$ cat config.mk
export PLATFORM = sky130hd
export DESIGN_NAME = nlee_ctrl
export DESIGN_NICKNAME = d
export VERILOG_FILES = /design/src/hdl/nlee_pkg.sv /design/src/hdl/nlee_ctrl.sv
export SDC_FILE = /design/constraint.sdc
export NUM_CORES = 1
export LEC_CHECK = 0
export ABC_AREA = 1
export BUFFER_PORTS_ARGS = -buffer_cell sky130_fd_sc_hd__buf_2
export CORE_MARGIN = 2
export CORE_UTILIZATION = 25
export CTS_BUF_LIST = sky130_fd_sc_hd__clkbuf_16
export DETAILED_ROUTE_END_ITERATION = 12
export GPL_TIMING_DRIVEN = 0
export PLACE_DENSITY_LB_ADDON = 0.3
export SETUP_SLACK_MARGIN = 0.05
export SLEW_MARGIN = 10
export SYNTH_ARGS = -nofsm -noshare
export SYNTH_HDL_FRONTEND = slang
export SYNTH_SLANG_ARGS = --single-unit
$ cat constraint.sdc
create_clock -name clock -period 1.4 [get_ports clock]
set_input_delay 0 -clock clock [delete_from_list [all_inputs] [get_ports clock]]
set_output_delay 0 -clock clock [all_outputs]
set_load 0.1 [all_outputs]
$ cat src/hdl/nlee_pkg.sv
// Package for the neuromodulator level and effects engine.
// Holds command codes, state machine type, datapath command struct and reset constants.
// No dependencies.
package nlee_pkg;

   localparam int unsigned LEVEL_W   = 17;
   localparam int unsigned WEIGHT_W  = 18;
   localparam int unsigned DATA_W    = 32;
   localparam int unsigned EXPLORE_W = 19;
   localparam int unsigned COLUMNS_DEFAULT = 64;
   localparam int unsigned COL_IN_W  = 6;

   localparam logic [LEVEL_W-1:0] LEVEL_ONE  = 17'd65536;
   localparam logic [LEVEL_W-1:0] LEVEL_HALF = 17'd32768;

   localparam logic [WEIGHT_W-1:0] RST_DA_GAIN     = 18'd19661;
   localparam logic [WEIGHT_W-1:0] RST_NE_GAIN     = 18'd26214;
   localparam logic [WEIGHT_W-1:0] RST_ACH_INHIBIT = 18'd22938;
   localparam logic [WEIGHT_W-1:0] RST_SERO_INHIBIT = 18'd26214;
   localparam logic [WEIGHT_W-1:0] RST_ACH_SNR     = 18'd98304;
   localparam logic [WEIGHT_W-1:0] RST_NE_EXPLORE  = 18'd19661;
   localparam logic [LEVEL_W-1:0]  RST_GATE_THRESH = 17'd32768;
   localparam logic [WEIGHT_W-1:0] RST_DA_LEARN    = 18'd32768;

   typedef enum logic [2:0] {
      CMD_SET       = 3'd0,
      CMD_RELEASE   = 3'd1,
      CMD_READ      = 3'd2,
      CMD_COL_WRITE = 3'd3,
      CMD_COL_READ  = 3'd4,
      CMD_DECAY     = 3'd5,
      CMD_APPLY     = 3'd6,
      CMD_RESET     = 3'd7
   } command_type;

   typedef enum logic [2:0] {
      REG_DA_GAIN      = 3'd0,
      REG_NE_GAIN      = 3'd1,
      REG_ACH_INHIBIT  = 3'd2,
      REG_SERO_INHIBIT = 3'd3,
      REG_ACH_SNR      = 3'd4,
      REG_NE_EXPLORE   = 3'd5,
      REG_GATE_THRESH  = 3'd6,
      REG_DA_LEARN     = 3'd7
   } reg_index_type;

   typedef enum logic [3:0] {
      ST_IDLE,
      ST_LEVEL,    // single-level commands, column read issue
      ST_COLRD,    // column read data returns
      ST_SWEEP_RD, // column sweep: read issue
      ST_SWEEP_WR, // column sweep: scale and write back
      ST_FACTORS,  // weighted products
      ST_SUMS,     // factor sums
      ST_SCALE,    // base times factor, one per cycle
      ST_DONE
   } state_type;

   // controller to datapath
   typedef struct packed {
      logic load;         // capture request
      logic do_level;     // execute single-level command
      logic col_issue;    // issue column memory read / write
      logic sweep_start;  // clear sweep index
      logic sweep_rd;     // read column at sweep index
      logic sweep_wr;     // write decayed or reset column value, advance index
      logic mul_factors;
      logic sum_factors;
      logic scale_step;   // one scale product
      logic scale_start;
      logic finish;       // assemble response
   } dp_cmd_type;

   // datapath to controller
   typedef struct packed {
      command_type cmd;
      logic        sweep_last;
      logic        scale_last;
      logic        decay_ok;
      logic        init_busy;   // column clearing pass after reset
   } dp_status_type;

endpackage

$ cat src/hdl/nlee_ctrl.sv
// Controller state machine of the neuromodulator engine.
// Depends on nlee_pkg; drives datapath commands and the handshake.
module nlee_ctrl (
   input  logic                    clock,
   input  logic                    reset,
   input  logic                    req_valid,
   output logic                    req_stall,
   output logic                    rsp_valid,
   input  logic                    rsp_stall,
   input  nlee_pkg::dp_status_type status,
   output nlee_pkg::dp_cmd_type    cmd
);

   nlee_pkg::state_type state_ff, state_in;
   logic rsp_valid_ff, rsp_valid_in;

   // a new request is taken when idle and the column clearing pass is over
   logic accept;
   assign req_stall = !(state_ff == nlee_pkg::ST_IDLE) || status.init_busy;
   assign accept    = req_valid && !req_stall;
   assign rsp_valid = rsp_valid_ff;

   always_comb begin
      state_in = state_ff;
      unique case (state_ff)
         nlee_pkg::ST_IDLE: if (accept) state_in = nlee_pkg::ST_LEVEL;
         nlee_pkg::ST_LEVEL: begin
            unique case (status.cmd)
               nlee_pkg::CMD_COL_READ: state_in = nlee_pkg::ST_COLRD;
               nlee_pkg::CMD_DECAY:
                  state_in = status.decay_ok ? nlee_pkg::ST_SWEEP_RD : nlee_pkg::ST_DONE;
               nlee_pkg::CMD_RESET: state_in = nlee_pkg::ST_SWEEP_RD;
               nlee_pkg::CMD_APPLY: state_in = nlee_pkg::ST_FACTORS;
               default: state_in = nlee_pkg::ST_DONE;
            endcase
         end
         nlee_pkg::ST_COLRD: state_in = nlee_pkg::ST_DONE;
         nlee_pkg::ST_SWEEP_RD: state_in = nlee_pkg::ST_SWEEP_WR;
         nlee_pkg::ST_SWEEP_WR:
            state_in = status.sweep_last ? nlee_pkg::ST_DONE : nlee_pkg::ST_SWEEP_RD;
         nlee_pkg::ST_FACTORS: state_in = nlee_pkg::ST_SUMS;
         nlee_pkg::ST_SUMS: state_in = nlee_pkg::ST_SCALE;
         nlee_pkg::ST_SCALE:
            if (status.scale_last) state_in = nlee_pkg::ST_DONE;
         nlee_pkg::ST_DONE:
            if (!rsp_valid_ff || !rsp_stall) state_in = nlee_pkg::ST_IDLE;
         default: state_in = nlee_pkg::ST_IDLE;
      endcase
   end

   always_comb begin
      cmd = '0;
      unique case (state_ff)
         nlee_pkg::ST_IDLE: cmd.load = accept;
         nlee_pkg::ST_LEVEL: begin
            cmd.do_level    = 1'b1;
            cmd.col_issue   = 1'b1;
            cmd.sweep_start = 1'b1;
         end
         nlee_pkg::ST_SWEEP_RD: cmd.sweep_rd = 1'b1;
         nlee_pkg::ST_SWEEP_WR: cmd.sweep_wr = 1'b1;
         nlee_pkg::ST_FACTORS: cmd.mul_factors = 1'b1;
         nlee_pkg::ST_SUMS: begin
            cmd.sum_factors = 1'b1;
            cmd.scale_start = 1'b1;
         end
         nlee_pkg::ST_SCALE: cmd.scale_step = 1'b1;
         nlee_pkg::ST_DONE: cmd.finish = !rsp_valid_ff || !rsp_stall;
         default: cmd = '0;
      endcase
   end

   always_comb begin
      rsp_valid_in = rsp_valid_ff;
      if (rsp_valid_ff && !rsp_stall) rsp_valid_in = 1'b0;
      if (cmd.finish) rsp_valid_in = 1'b1;
   end

   always_ff @(posedge clock) begin
      if (reset) begin
         state_ff     <= nlee_pkg::ST_IDLE;
         rsp_valid_ff <= 1'b0;
      end else begin
         state_ff     <= state_in;
         rsp_valid_ff <= rsp_valid_in;
      end
   end

   a_finish_from_done: assert property (@(posedge clock) disable iff (reset)
      cmd.finish |-> $past(state_ff) != nlee_pkg::ST_IDLE)
      else $error("finish without a request in flight");
   a_rsp_after_finish: assert property (@(posedge clock) disable iff (reset)
      cmd.finish |=> rsp_valid)
      else $error("response not raised after finish");
   a_idle_after_done: assert property (@(posedge clock) disable iff (reset)
      cmd.finish |=> state_ff == nlee_pkg::ST_IDLE)
      else $error("controller did not return to idle");

endmodule

# == After elaboration in Yosys (flattened, before gate mapping) ==
# Index checks and enable logic that the tools add are counted.
# word_totals
regBits,5
latchBits,0
ram_bits,0
rom_bits,0
input_bits,11
output_inout_bits,13
elab_cells,45
memories,0
# op_classes
add_sub_neg,0
multipliers,0
n_div,0
order_cmp,0
eq_ne,15
n_shift,0
muxes,17
n_bitwise,0
reduce_logical,11
# op_table
op,n
$pmux W4 S9,1
$mux W4,5
$eq A4 B3 Y1 const B,4
$pmux W4 S4,1
$eq A3 B3 Y1 const B,4
$mux W1,9
$eq A4 B2 Y1 const B,2
$ne A2 B2 Y1 const B,3
$eq A4 B1 Y1 const B,1
$eq A4 B4 Y1 const B,1
$logic_not A1 Y1,4
$logic_not A4 Y1,1
$mux W3,1
$reduce_and A3 Y1,1
$logic_and A1 B1 Y1,2
$logic_or A1 B1 Y1,2
$reduce_bool A2 Y1,1

# == Logic depth before layout (Yosys ltp) ==
# Gate-level depths: netlist (run 1).
# logic_depth
word_depth,7
mapped_depth,8

# == Worst setup path before layout (run 1) ==
# OpenSTA, ideal clock, no wires.
# synth_timing
path_kind,reg-to-output
startpoint,reg state_ff[0]
endpoint,out cmd[10] (netlist name)
arrival_time_ps,2982
required_time_ps,1400
path_slack_ps,-1582
path_stages_with_launch,4
path_buffers,0
cell_sequence,dfxtp_1 nor2_2 nand3_1 nor2_1
# synth_rtl
item,line_no,rtl
from (decl),nlee_ctrl.sv:14,"nlee_pkg::state_type state_ff, state_in;"
from (signal assigned),nlee_ctrl.sv:81,state_ff <= nlee_pkg::ST_IDLE;
from (signal assigned),nlee_ctrl.sv:84,state_ff <= state_in;
to (decl),nlee_ctrl.sv:11,output nlee_pkg::dp_cmd_type cmd

==> run_summary.xml, run 1 <==
<?xml version="1.0" encoding="UTF-8"?>
<metrics>
  <group name="status">
    <metric name="outcome" unit="">finished, final reports clean</metric>
  </group>
  <group name="clock_tree">
    <metric name="worstSkewPairLatency" unit="ps">230</metric>
    <metric name="cts_htree_levels" unit="">1</metric>
    <metric name="cts_tree" unit="">built</metric>
    <metric name="clock_tree.buffer_depth" unit="">2</metric>
    <metric name="clock_sink_count" unit="">5</metric>
    <metric name="root_buffer" unit="">sky130_fd_sc_hd__clkbuf_16</metric>
    <metric name="cts_buffers" unit="">3</metric>
    <metric name="clk_transition_reported_paths" unit="ps">30</metric>
  </group>
  <group name="routing">
    <metric name="drt_drc_violations_left" unit="">0</metric>
    <metric name="firstDrtPassIters" unit="">4</metric>
    <metric name="detailroute.via_count" unit="">556</metric>
    <metric name="routed_wire_length_per_instance" unit="µm">9.22</metric>
    <metric name="ant_nets" unit="">0</metric>
    <metric name="detail_route.iter0.violations" unit="">12</metric>
    <metric name="via_per_inst" unit="">4.15</metric>
    <metric name="routed_wirelength" unit="mm">1.24</metric>
  </group>
  <group name="hold_path">
    <metric name="hold_path.class" unit="">primary input to register</metric>
  </group>
  <group name="timing">
    <metric name="fmaxAchievable" unit="GHz">0.761</metric>
    <metric name="final.period_utilization" unit="%">93.9</metric>
    <metric name="setup_repair_after_global_routing_missed_its_margin" unit="">true</metric>
    <metric name="hold_violations" unit="">0</metric>
    <metric name="report.final.setup_viol" unit="">0</metric>
    <metric name="layout_min_cycle_time" unit="ps">1310</metric>
    <metric name="worst_relative_slew_slack" unit="%">67.2</metric>
    <metric name="worst_pin_slew" unit="ps">496</metric>
    <metric name="timing.final.max_slew_violations" unit="">0</metric>
    <metric name="clock-skew-final" unit="ps">0.490</metric>
  </group>
  <group name="synthesis">
    <metric name="synth_compound_gate_area_share" unit="%">8.15</metric>
    <metric name="synth_top_family_by_area" unit="">simple AND/OR/NAND/NOR gates</metric>
    <metric name="netlist.area_leader.share" unit="%">21.7</metric>
    <metric name="xor_and_xnor_fraction_of_the_mapped_netlist_area" unit="%">0</metric>
    <metric name="ys_ff_latch" unit="">5</metric>
    <metric name="synth-async-reset-ratio" unit="%">0</metric>
    <metric name="post-synth-top-area-cell" unit="">sky130_fd_sc_hd__dfxtp_1</metric>
    <metric name="synth_seq_area_share" unit="%">21.7</metric>
    <metric name="postSynthNetCount" unit="">91</metric>
    <metric name="synth.mux.area_fraction" unit="%">0</metric>
    <metric name="synthMostInstantiatedCell" unit="">sky130_fd_sc_hd__inv_1</metric>
    <metric name="synthTopCellsByArea" unit="">sky130_fd_sc_hd__dfxtp_1 (22%), sky130_fd_sc_hd__inv_1 (14%), sky130_fd_sc_hd__nand2_1 (13%)</metric>
    <metric name="yosys.area_share.adder" unit="%">0</metric>
    <metric name="distinct_cell_type_count_of_the_synthesized_netlist" unit="">15</metric>
    <metric name="synth.avg_cell_area" unit="µm²">5.76</metric>
    <metric name="ys_top_cells_by_count" unit="">sky130_fd_sc_hd__inv_1 (17), sky130_fd_sc_hd__nand2_1 (16), sky130_fd_sc_hd__nor2_1 (12), sky130_fd_sc_hd__nand3_1 (10), sky130_fd_sc_hd__dfxtp_1 (5)</metric>
    <metric name="synth_cells" unit="">80</metric>
    <metric name="number_of_enable_type_register_cells_in_the_synthesized_netlist" unit="">0</metric>
    <metric name="synth.yosys.warnings" unit="">0</metric>
    <metric name="synth_area" unit="µm²">460</metric>
    <metric name="synthSimpleGateAreaFrac" unit="%">49.7</metric>
    <metric name="synth_flop_cell" unit="">sky130_fd_sc_hd__dfxtp_1</metric>
  </group>
  <group name="grt">
    <metric name="grt_antenna_before_repair" unit="">0</metric>
    <metric name="gr-total-overflow" unit="">0</metric>
    <metric name="grt_pass1_wl" unit="mm">1.93</metric>
    <metric name="grt_usage" unit="%">12.6</metric>
    <metric name="grt_start_max_net_pins" unit="">8</metric>
    <metric name="grt_pass1_vias" unit="">491</metric>
  </group>
  <group name="critical_path">
    <metric name="worstPathRequired" unit="ps">1400</metric>
    <metric name="cp-start-kind" unit="">register</metric>
    <metric name="worst_setup_path_end_kind" unit="">output port</metric>
    <metric name="cp.arrival" unit="ps">1310</metric>
    <metric name="critical_path_class" unit="">register to output port</metric>
    <metric name="cp_slowest_cell" unit="">sky130_fd_sc_hd__dfxtp_2</metric>
    <metric name="critical-path-max-stage-delay" unit="ps">340</metric>
    <metric name="crit_fanout" unit="">7</metric>
    <metric name="crit_chain" unit="">nor2_4 -&gt; nand2_1 -&gt; nor2_1 -&gt; buf_4 -&gt; buf_8</metric>
  </group>
  <group name="die">
    <metric name="die_w" unit="µm">46.9</metric>
    <metric name="core.rowCount" unit="">15</metric>
    <metric name="design.die.area" unit="µm²">2200</metric>
    <metric name="pin_count" unit="">24</metric>
    <metric name="die_height" unit="µm">46.9</metric>
    <metric name="initial_core_util" unit="%">26.7</metric>
    <metric name="design.core.area" unit="µm²">1730</metric>
  </group>
  <group name="power">
    <metric name="pwr_density_cell" unit="nW/µm²">1240</metric>
    <metric name="ir_worst_vdd" unit="mV">0.771</metric>
    <metric name="cellLeakagePower" unit="nW">0.446</metric>
  </group>
  <group name="place">
    <metric name="placed_cells_incl_taps" unit="">128</metric>
    <metric name="post_dp_cell_area" unit="µm²">668</metric>
    <metric name="place.gp.congestion" unit="">0.793</metric>
    <metric name="place.port_buffers" unit="">23</metric>
    <metric name="dpl.hpwl" unit="µm">967</metric>
  </group>
  <group name="finish">
    <metric name="finish.net_count" unit="">121</metric>
    <metric name="fin_area" unit="µm²">816</metric>
    <metric name="syn_to_final_growth" unit="%">77.2</metric>
    <metric name="insertedDiodeCount" unit="">0</metric>
    <metric name="finish.cell_count_without_fillers" unit="">134</metric>
    <metric name="share_of_cells_above_drive_strength_1" unit="%">50.5</metric>
  </group>
  <group name="flow_run">
    <metric name="max_cap_viol_count" unit="">0</metric>
  </group>
</metrics>
final timing paths:
path                             startpoint     endpoint  slack (ps)  cells after the start
worst max-delay path            state_ff[0]       cmd[0]          90                      5
worst min-delay path              rsp_stall    rsp_valid          70                      3
worst max register to register  state_ff[1]  state_ff[3]         200                      7
worst min register to register    rsp_valid    rsp_valid         490                      2
routing by layer:
metal	routed length (µm)	track usage (%)
met5	0	0
met1	542	14.7
met2	649	20.8
met3	44	2.31
met4	0	8.33
repair_timing:
action / in CTS / in global routing
resized for setup: 9 / 8
hold buffers: 1 / 0
endpoints found under the hold margin: 3 / 0
setup endpoints to repair: 8 / 5
buffers inserted: 0 / 1
pin swaps: 0 / 1
registers in the layout, indices dropped and copies added, names as in the netlist:
| signal | flops |
|---|---|
| state_ff | 4 |
| rsp_valid | 1 |
cell families (layout without fill, tap and decap cells):
kind of cell / count (synthesis) / count (layout)
AOI/OAI and AO/OA: 6 / 6
buffers and inverters: 21 / 50
DFF: 5 / 5
and+or+nand+nor: 48 / 48
critical path: cells and delay by family, from the launching register on:
kind | cells | cell delay [ps]
DFF | 1 | 340
buffers and inverters | 2 | 300
and+or+nand+nor | 3 | 440
stage by stage:
step | worst slack [ps] | power, W | utilization (%) | hold WS [ps] | setup TNS (ps)
after floorplan | -65.8 | 0.000477 | - | 61.7 | -291
after detailed placement | 113 | 0.000535 | 38.7 | 205 | 0
after global placement | 131 | 0.000533 | 38.7 | 203 | 0
final | 85.1 | 0.00101 | 47.2 | 70.1 | 0
after global routing | 9.29 | 0.00106 | 47.2 | 72.1 | 0
after CTS | 7.97 | 0.00101 | 45.2 | 64.3 | 0
area by class of cell:
class,count,area [µm²]
Buffer,4,33.8
Clock buffer,3,75.1
Clock inverter,1,3.75
Fill cell,187,911
Inverter,17,67.6
Multi-Input combinational cell,54,317
Sequential cell,5,106
Tap cell,25,31.3
Timing Repair Buffer,25,181
report_power, final:
part	internal [W]	switching [W]	total, W
combinational	0.000100	0.000283	0.000383
sequential	0.000154	0.0000149	0.000169
clock	0.000370	0.0000904	0.000460
total	0.000624	0.000388	0.00101
placed cells by master (no fill, tap or decap):
master,instances
sky130_fd_sc_hd__buf_12,1
sky130_fd_sc_hd__clkbuf_16,3
sky130_fd_sc_hd__clkbuf_4,2
sky130_fd_sc_hd__nand3b_1,2
sky130_fd_sc_hd__a21oi_2,2
sky130_fd_sc_hd__nor2_1,8
sky130_fd_sc_hd__nand2_1,15
sky130_fd_sc_hd__nor2_4,5
sky130_fd_sc_hd__nand2_2,2
sky130_fd_sc_hd__nor2_2,3
sky130_fd_sc_hd__buf_6,2
sky130_fd_sc_hd__dfxtp_2,5
sky130_fd_sc_hd__inv_2,2
sky130_fd_sc_hd__nand4_1,1
sky130_fd_sc_hd__buf_8,1
sky130_fd_sc_hd__a21oi_1,4
sky130_fd_sc_hd__buf_2,13
sky130_fd_sc_hd__nand3_1,8
sky130_fd_sc_hd__buf_4,9
sky130_fd_sc_hd__nand3_2,2
sky130_fd_sc_hd__dlygate4sd3_1,1
sky130_fd_sc_hd__nand3_4,1
sky130_fd_sc_hd__or2_2,1
sky130_fd_sc_hd__inv_1,15
sky130_fd_sc_hd__clkinvlp_4,1
Power figures use the tool's default switching activity.
==> run 2: changes to the inputs <==
CTS_CLUSTER_DIAMETER = 30   (was not set)
REMOVE_ABC_BUFFERS = 1   (was not set)
==> run 2 against run 1 <==
Non-clock buffer count fell by 5. Core utilization is 2.5 points lower. Critical endpoint is now cmd[4]. Critical path type unchanged. Clock power up 0.9%. Wire length shrank 5.8%. Critical path depth unchanged. Largest cell class unchanged. First-iteration DRC count decreased by 8.3%. Global-route usage is 2.4 points lower. Largest power group unchanged. Clock-buffer cell count is the same.
==> run_summary.xml, run 2 (same netlist as run 1, synthesis figures left out) <==
<?xml version="1.0" encoding="UTF-8"?>
<metrics>
  <group name="grt">
    <metric name="grt_pass1_wl" unit="mm">1.63</metric>
    <metric name="grt_antenna_before_repair" unit="">0</metric>
    <metric name="grt_start_max_net_pins" unit="">8</metric>
    <metric name="grt_pass1_vias" unit="">423</metric>
    <metric name="gr-total-overflow" unit="">0</metric>
    <metric name="grt_usage" unit="%">10.2</metric>
  </group>
  <group name="clock_tree">
    <metric name="clock_sink_count" unit="">5</metric>
    <metric name="worstSkewPairLatency" unit="ps">220</metric>
    <metric name="cts_buffers" unit="">3</metric>
    <metric name="root_buffer" unit="">sky130_fd_sc_hd__clkbuf_16</metric>
    <metric name="cts_htree_levels" unit="">1</metric>
    <metric name="cts_tree" unit="">built</metric>
    <metric name="clk_transition_reported_paths" unit="ps">30</metric>
    <metric name="clock_tree.buffer_depth" unit="">2</metric>
  </group>
  <group name="power">
    <metric name="ir_worst_vdd" unit="mV">0.389</metric>
    <metric name="cellLeakagePower" unit="nW">0.428</metric>
    <metric name="pwr_density_cell" unit="nW/µm²">1290</metric>
  </group>
  <group name="die">
    <metric name="die_height" unit="µm">46.9</metric>
    <metric name="design.core.area" unit="µm²">1730</metric>
    <metric name="design.die.area" unit="µm²">2200</metric>
    <metric name="die_w" unit="µm">46.9</metric>
    <metric name="pin_count" unit="">24</metric>
    <metric name="initial_core_util" unit="%">26.7</metric>
    <metric name="core.rowCount" unit="">15</metric>
  </group>
  <group name="routing">
    <metric name="routed_wire_length_per_instance" unit="µm">9.02</metric>
    <metric name="dr_wl_met2" unit="µm">589</metric>
    <metric name="detailroute.wirelength.met3" unit="µm">33</metric>
    <metric name="detailroute.via_count" unit="">529</metric>
    <metric name="ant_nets" unit="">0</metric>
    <metric name="routed_wirelength" unit="mm">1.16</metric>
    <metric name="via_per_inst" unit="">4.10</metric>
    <metric name="firstDrtPassIters" unit="">4</metric>
    <metric name="wire_length_on_met1" unit="µm">541</metric>
    <metric name="detail_route.iter0.violations" unit="">11</metric>
    <metric name="maxUsedRoutingLayer" unit="">met3</metric>
    <metric name="drt_drc_violations_left" unit="">0</metric>
  </group>
  <group name="finish">
    <metric name="max_flop_register" unit="">state_ff</metric>
    <metric name="post-route-util" unit="%">44.8</metric>
    <metric name="syn_to_final_growth" unit="%">67.9</metric>
    <metric name="finish.cell_count_without_fillers" unit="">129</metric>
    <metric name="finish.net_count" unit="">116</metric>
    <metric name="largest_register_ffs" unit="">4</metric>
    <metric name="insertedDiodeCount" unit="">0</metric>
    <metric name="layout.cells.most_common_list" unit="">sky130_fd_sc_hd__nand2_1 (16), sky130_fd_sc_hd__inv_1 (16), sky130_fd_sc_hd__buf_2 (12), sky130_fd_sc_hd__nor2_1 (11), sky130_fd_sc_hd__nand3_1 (9)</metric>
    <metric name="share_of_cells_above_drive_strength_1" unit="%">39.4</metric>
  </group>
  <group name="place">
    <metric name="placed_cells_incl_taps" unit="">124</metric>
    <metric name="place.port_buffers" unit="">23</metric>
    <metric name="dpl.hpwl" unit="µm">906</metric>
    <metric name="place.gp.congestion" unit="">0.776</metric>
  </group>
  <group name="critical_path">
    <metric name="cp.arrival" unit="ps">1310</metric>
    <metric name="cp-start-kind" unit="">register</metric>
    <metric name="worstPathRequired" unit="ps">1400</metric>
    <metric name="critical_path_class" unit="">register to output port</metric>
    <metric name="crit_fanout" unit="">6</metric>
    <metric name="worst_setup_path_end_kind" unit="">output port</metric>
  </group>
  <group name="timing">
    <metric name="timing.final.max_slew_violations" unit="">0</metric>
    <metric name="clock-skew-final" unit="ps">1.24</metric>
    <metric name="worst_relative_slew_slack" unit="%">68.0</metric>
    <metric name="setup-tns-final" unit="ps">0</metric>
    <metric name="hold_violations" unit="">0</metric>
    <metric name="layout_min_cycle_time" unit="ps">1310</metric>
    <metric name="setup_repair_after_global_routing_missed_its_margin" unit="">true</metric>
    <metric name="worst_pin_slew" unit="ps">483</metric>
    <metric name="fmaxAchievable" unit="GHz">0.765</metric>
    <metric name="report.final.setup_viol" unit="">0</metric>
    <metric name="final.period_utilization" unit="%">93.4</metric>
  </group>
  <group name="hold_path">
    <metric name="hold_path.class" unit="">primary input to register</metric>
  </group>
  <group name="status">
    <metric name="outcome" unit="">finished, final reports clean</metric>
  </group>
  <group name="flow_run">
    <metric name="max_cap_viol_count" unit="">0</metric>
  </group>
</metrics>
[run 2: cell count changes in the layout (fill, tap and decap cells not counted), moves of 2 or more]
| cell | delta |
|---|---|
| sky130_fd_sc_hd__clkbuf_4 | -2 |
| sky130_fd_sc_hd__buf_6 | +3 |
| sky130_fd_sc_hd__dfxtp_2 | -3 |
| sky130_fd_sc_hd__inv_2 | -2 |
| sky130_fd_sc_hd__buf_4 | -6 |
| sky130_fd_sc_hd__dfxtp_1 | +3 |
| sky130_fd_sc_hd__nor2_1 | +3 |
| sky130_fd_sc_hd__nor2_4 | -2 |
| sky130_fd_sc_hd__buf_12 | +2 |
[run 2: path summary, 6_finish.rpt]
path / cells past startpoint / slack, ps / endpoint / from
worst max-delay path: 5 / 90 / cmd[4] / state_ff[2]
worst min-delay path: 3 / 60 / rsp_valid / rsp_stall
worst max register to register: 7 / 220 / state_ff[3] / state_ff[2]
worst min register to register: 2 / 490 / rsp_valid / rsp_valid
[run 2: report_power, final]
part           switching (W)  leakage, nW  internal, W  total (W)
logic               0.000274        0.346    0.0000920   0.000366
clock network      0.0000911       0.0409     0.000373   0.000464
registers          0.0000128       0.0414     0.000154   0.000166
total               0.000378        0.428     0.000619   0.000996
[run 2: worst max-delay path, cell delays in order, from the launching register on]
cell                      delay (ps)
sky130_fd_sc_hd__dfxtp_1         360
sky130_fd_sc_hd__inv_1           100
sky130_fd_sc_hd__nor2_4          160
sky130_fd_sc_hd__nand3_1         150
sky130_fd_sc_hd__inv_1           130
sky130_fd_sc_hd__buf_12          180
[run 2: what timing repair did]
item                                    4_1_cts  5_1_grt
setup buffers                                 0        0
endpoints found under the setup margin        9       13
hold buffers                                  1        0
endpoints found under the hold margin         3        0
resized for setup                            11       27
[run 2: layer usage]
| metal | track usage (%) | vias up |
|---|---|---|
| li1 | - | 289 |
| met1 | 14.3 | 231 |
| met2 | 16.2 | 9 |
| met3 | 1.15 | 0 |
| met4 | 3.33 | 0 |
| met5 | 0 | - |
[run 2: metrics by stage]
stage	worst slack [ps]	cell area (µm²)	total power [W]	hold slack [ps]
CTS	-28.5	697	0.000967	53.7
global route	12.7	773	0.00104	63.7
finish	92.7	773	0.000996	58.9
global placement	94.0	577	0.000491	213
detailed placement	98.0	577	0.000492	207
floorplan	-1960	430	0.000436	69.1
[run 2: layout make-up]
class / instances / area, µm²
fillers: 186 / 953
clock buffers: 3 / 75.1
clock inverters: 1 / 5.00
repair buffers: 24 / 209
flip-flops and latches: 5 / 103
well taps: 25 / 31.3
inverters: 17 / 66.3
multi-input cells: 54 / 284
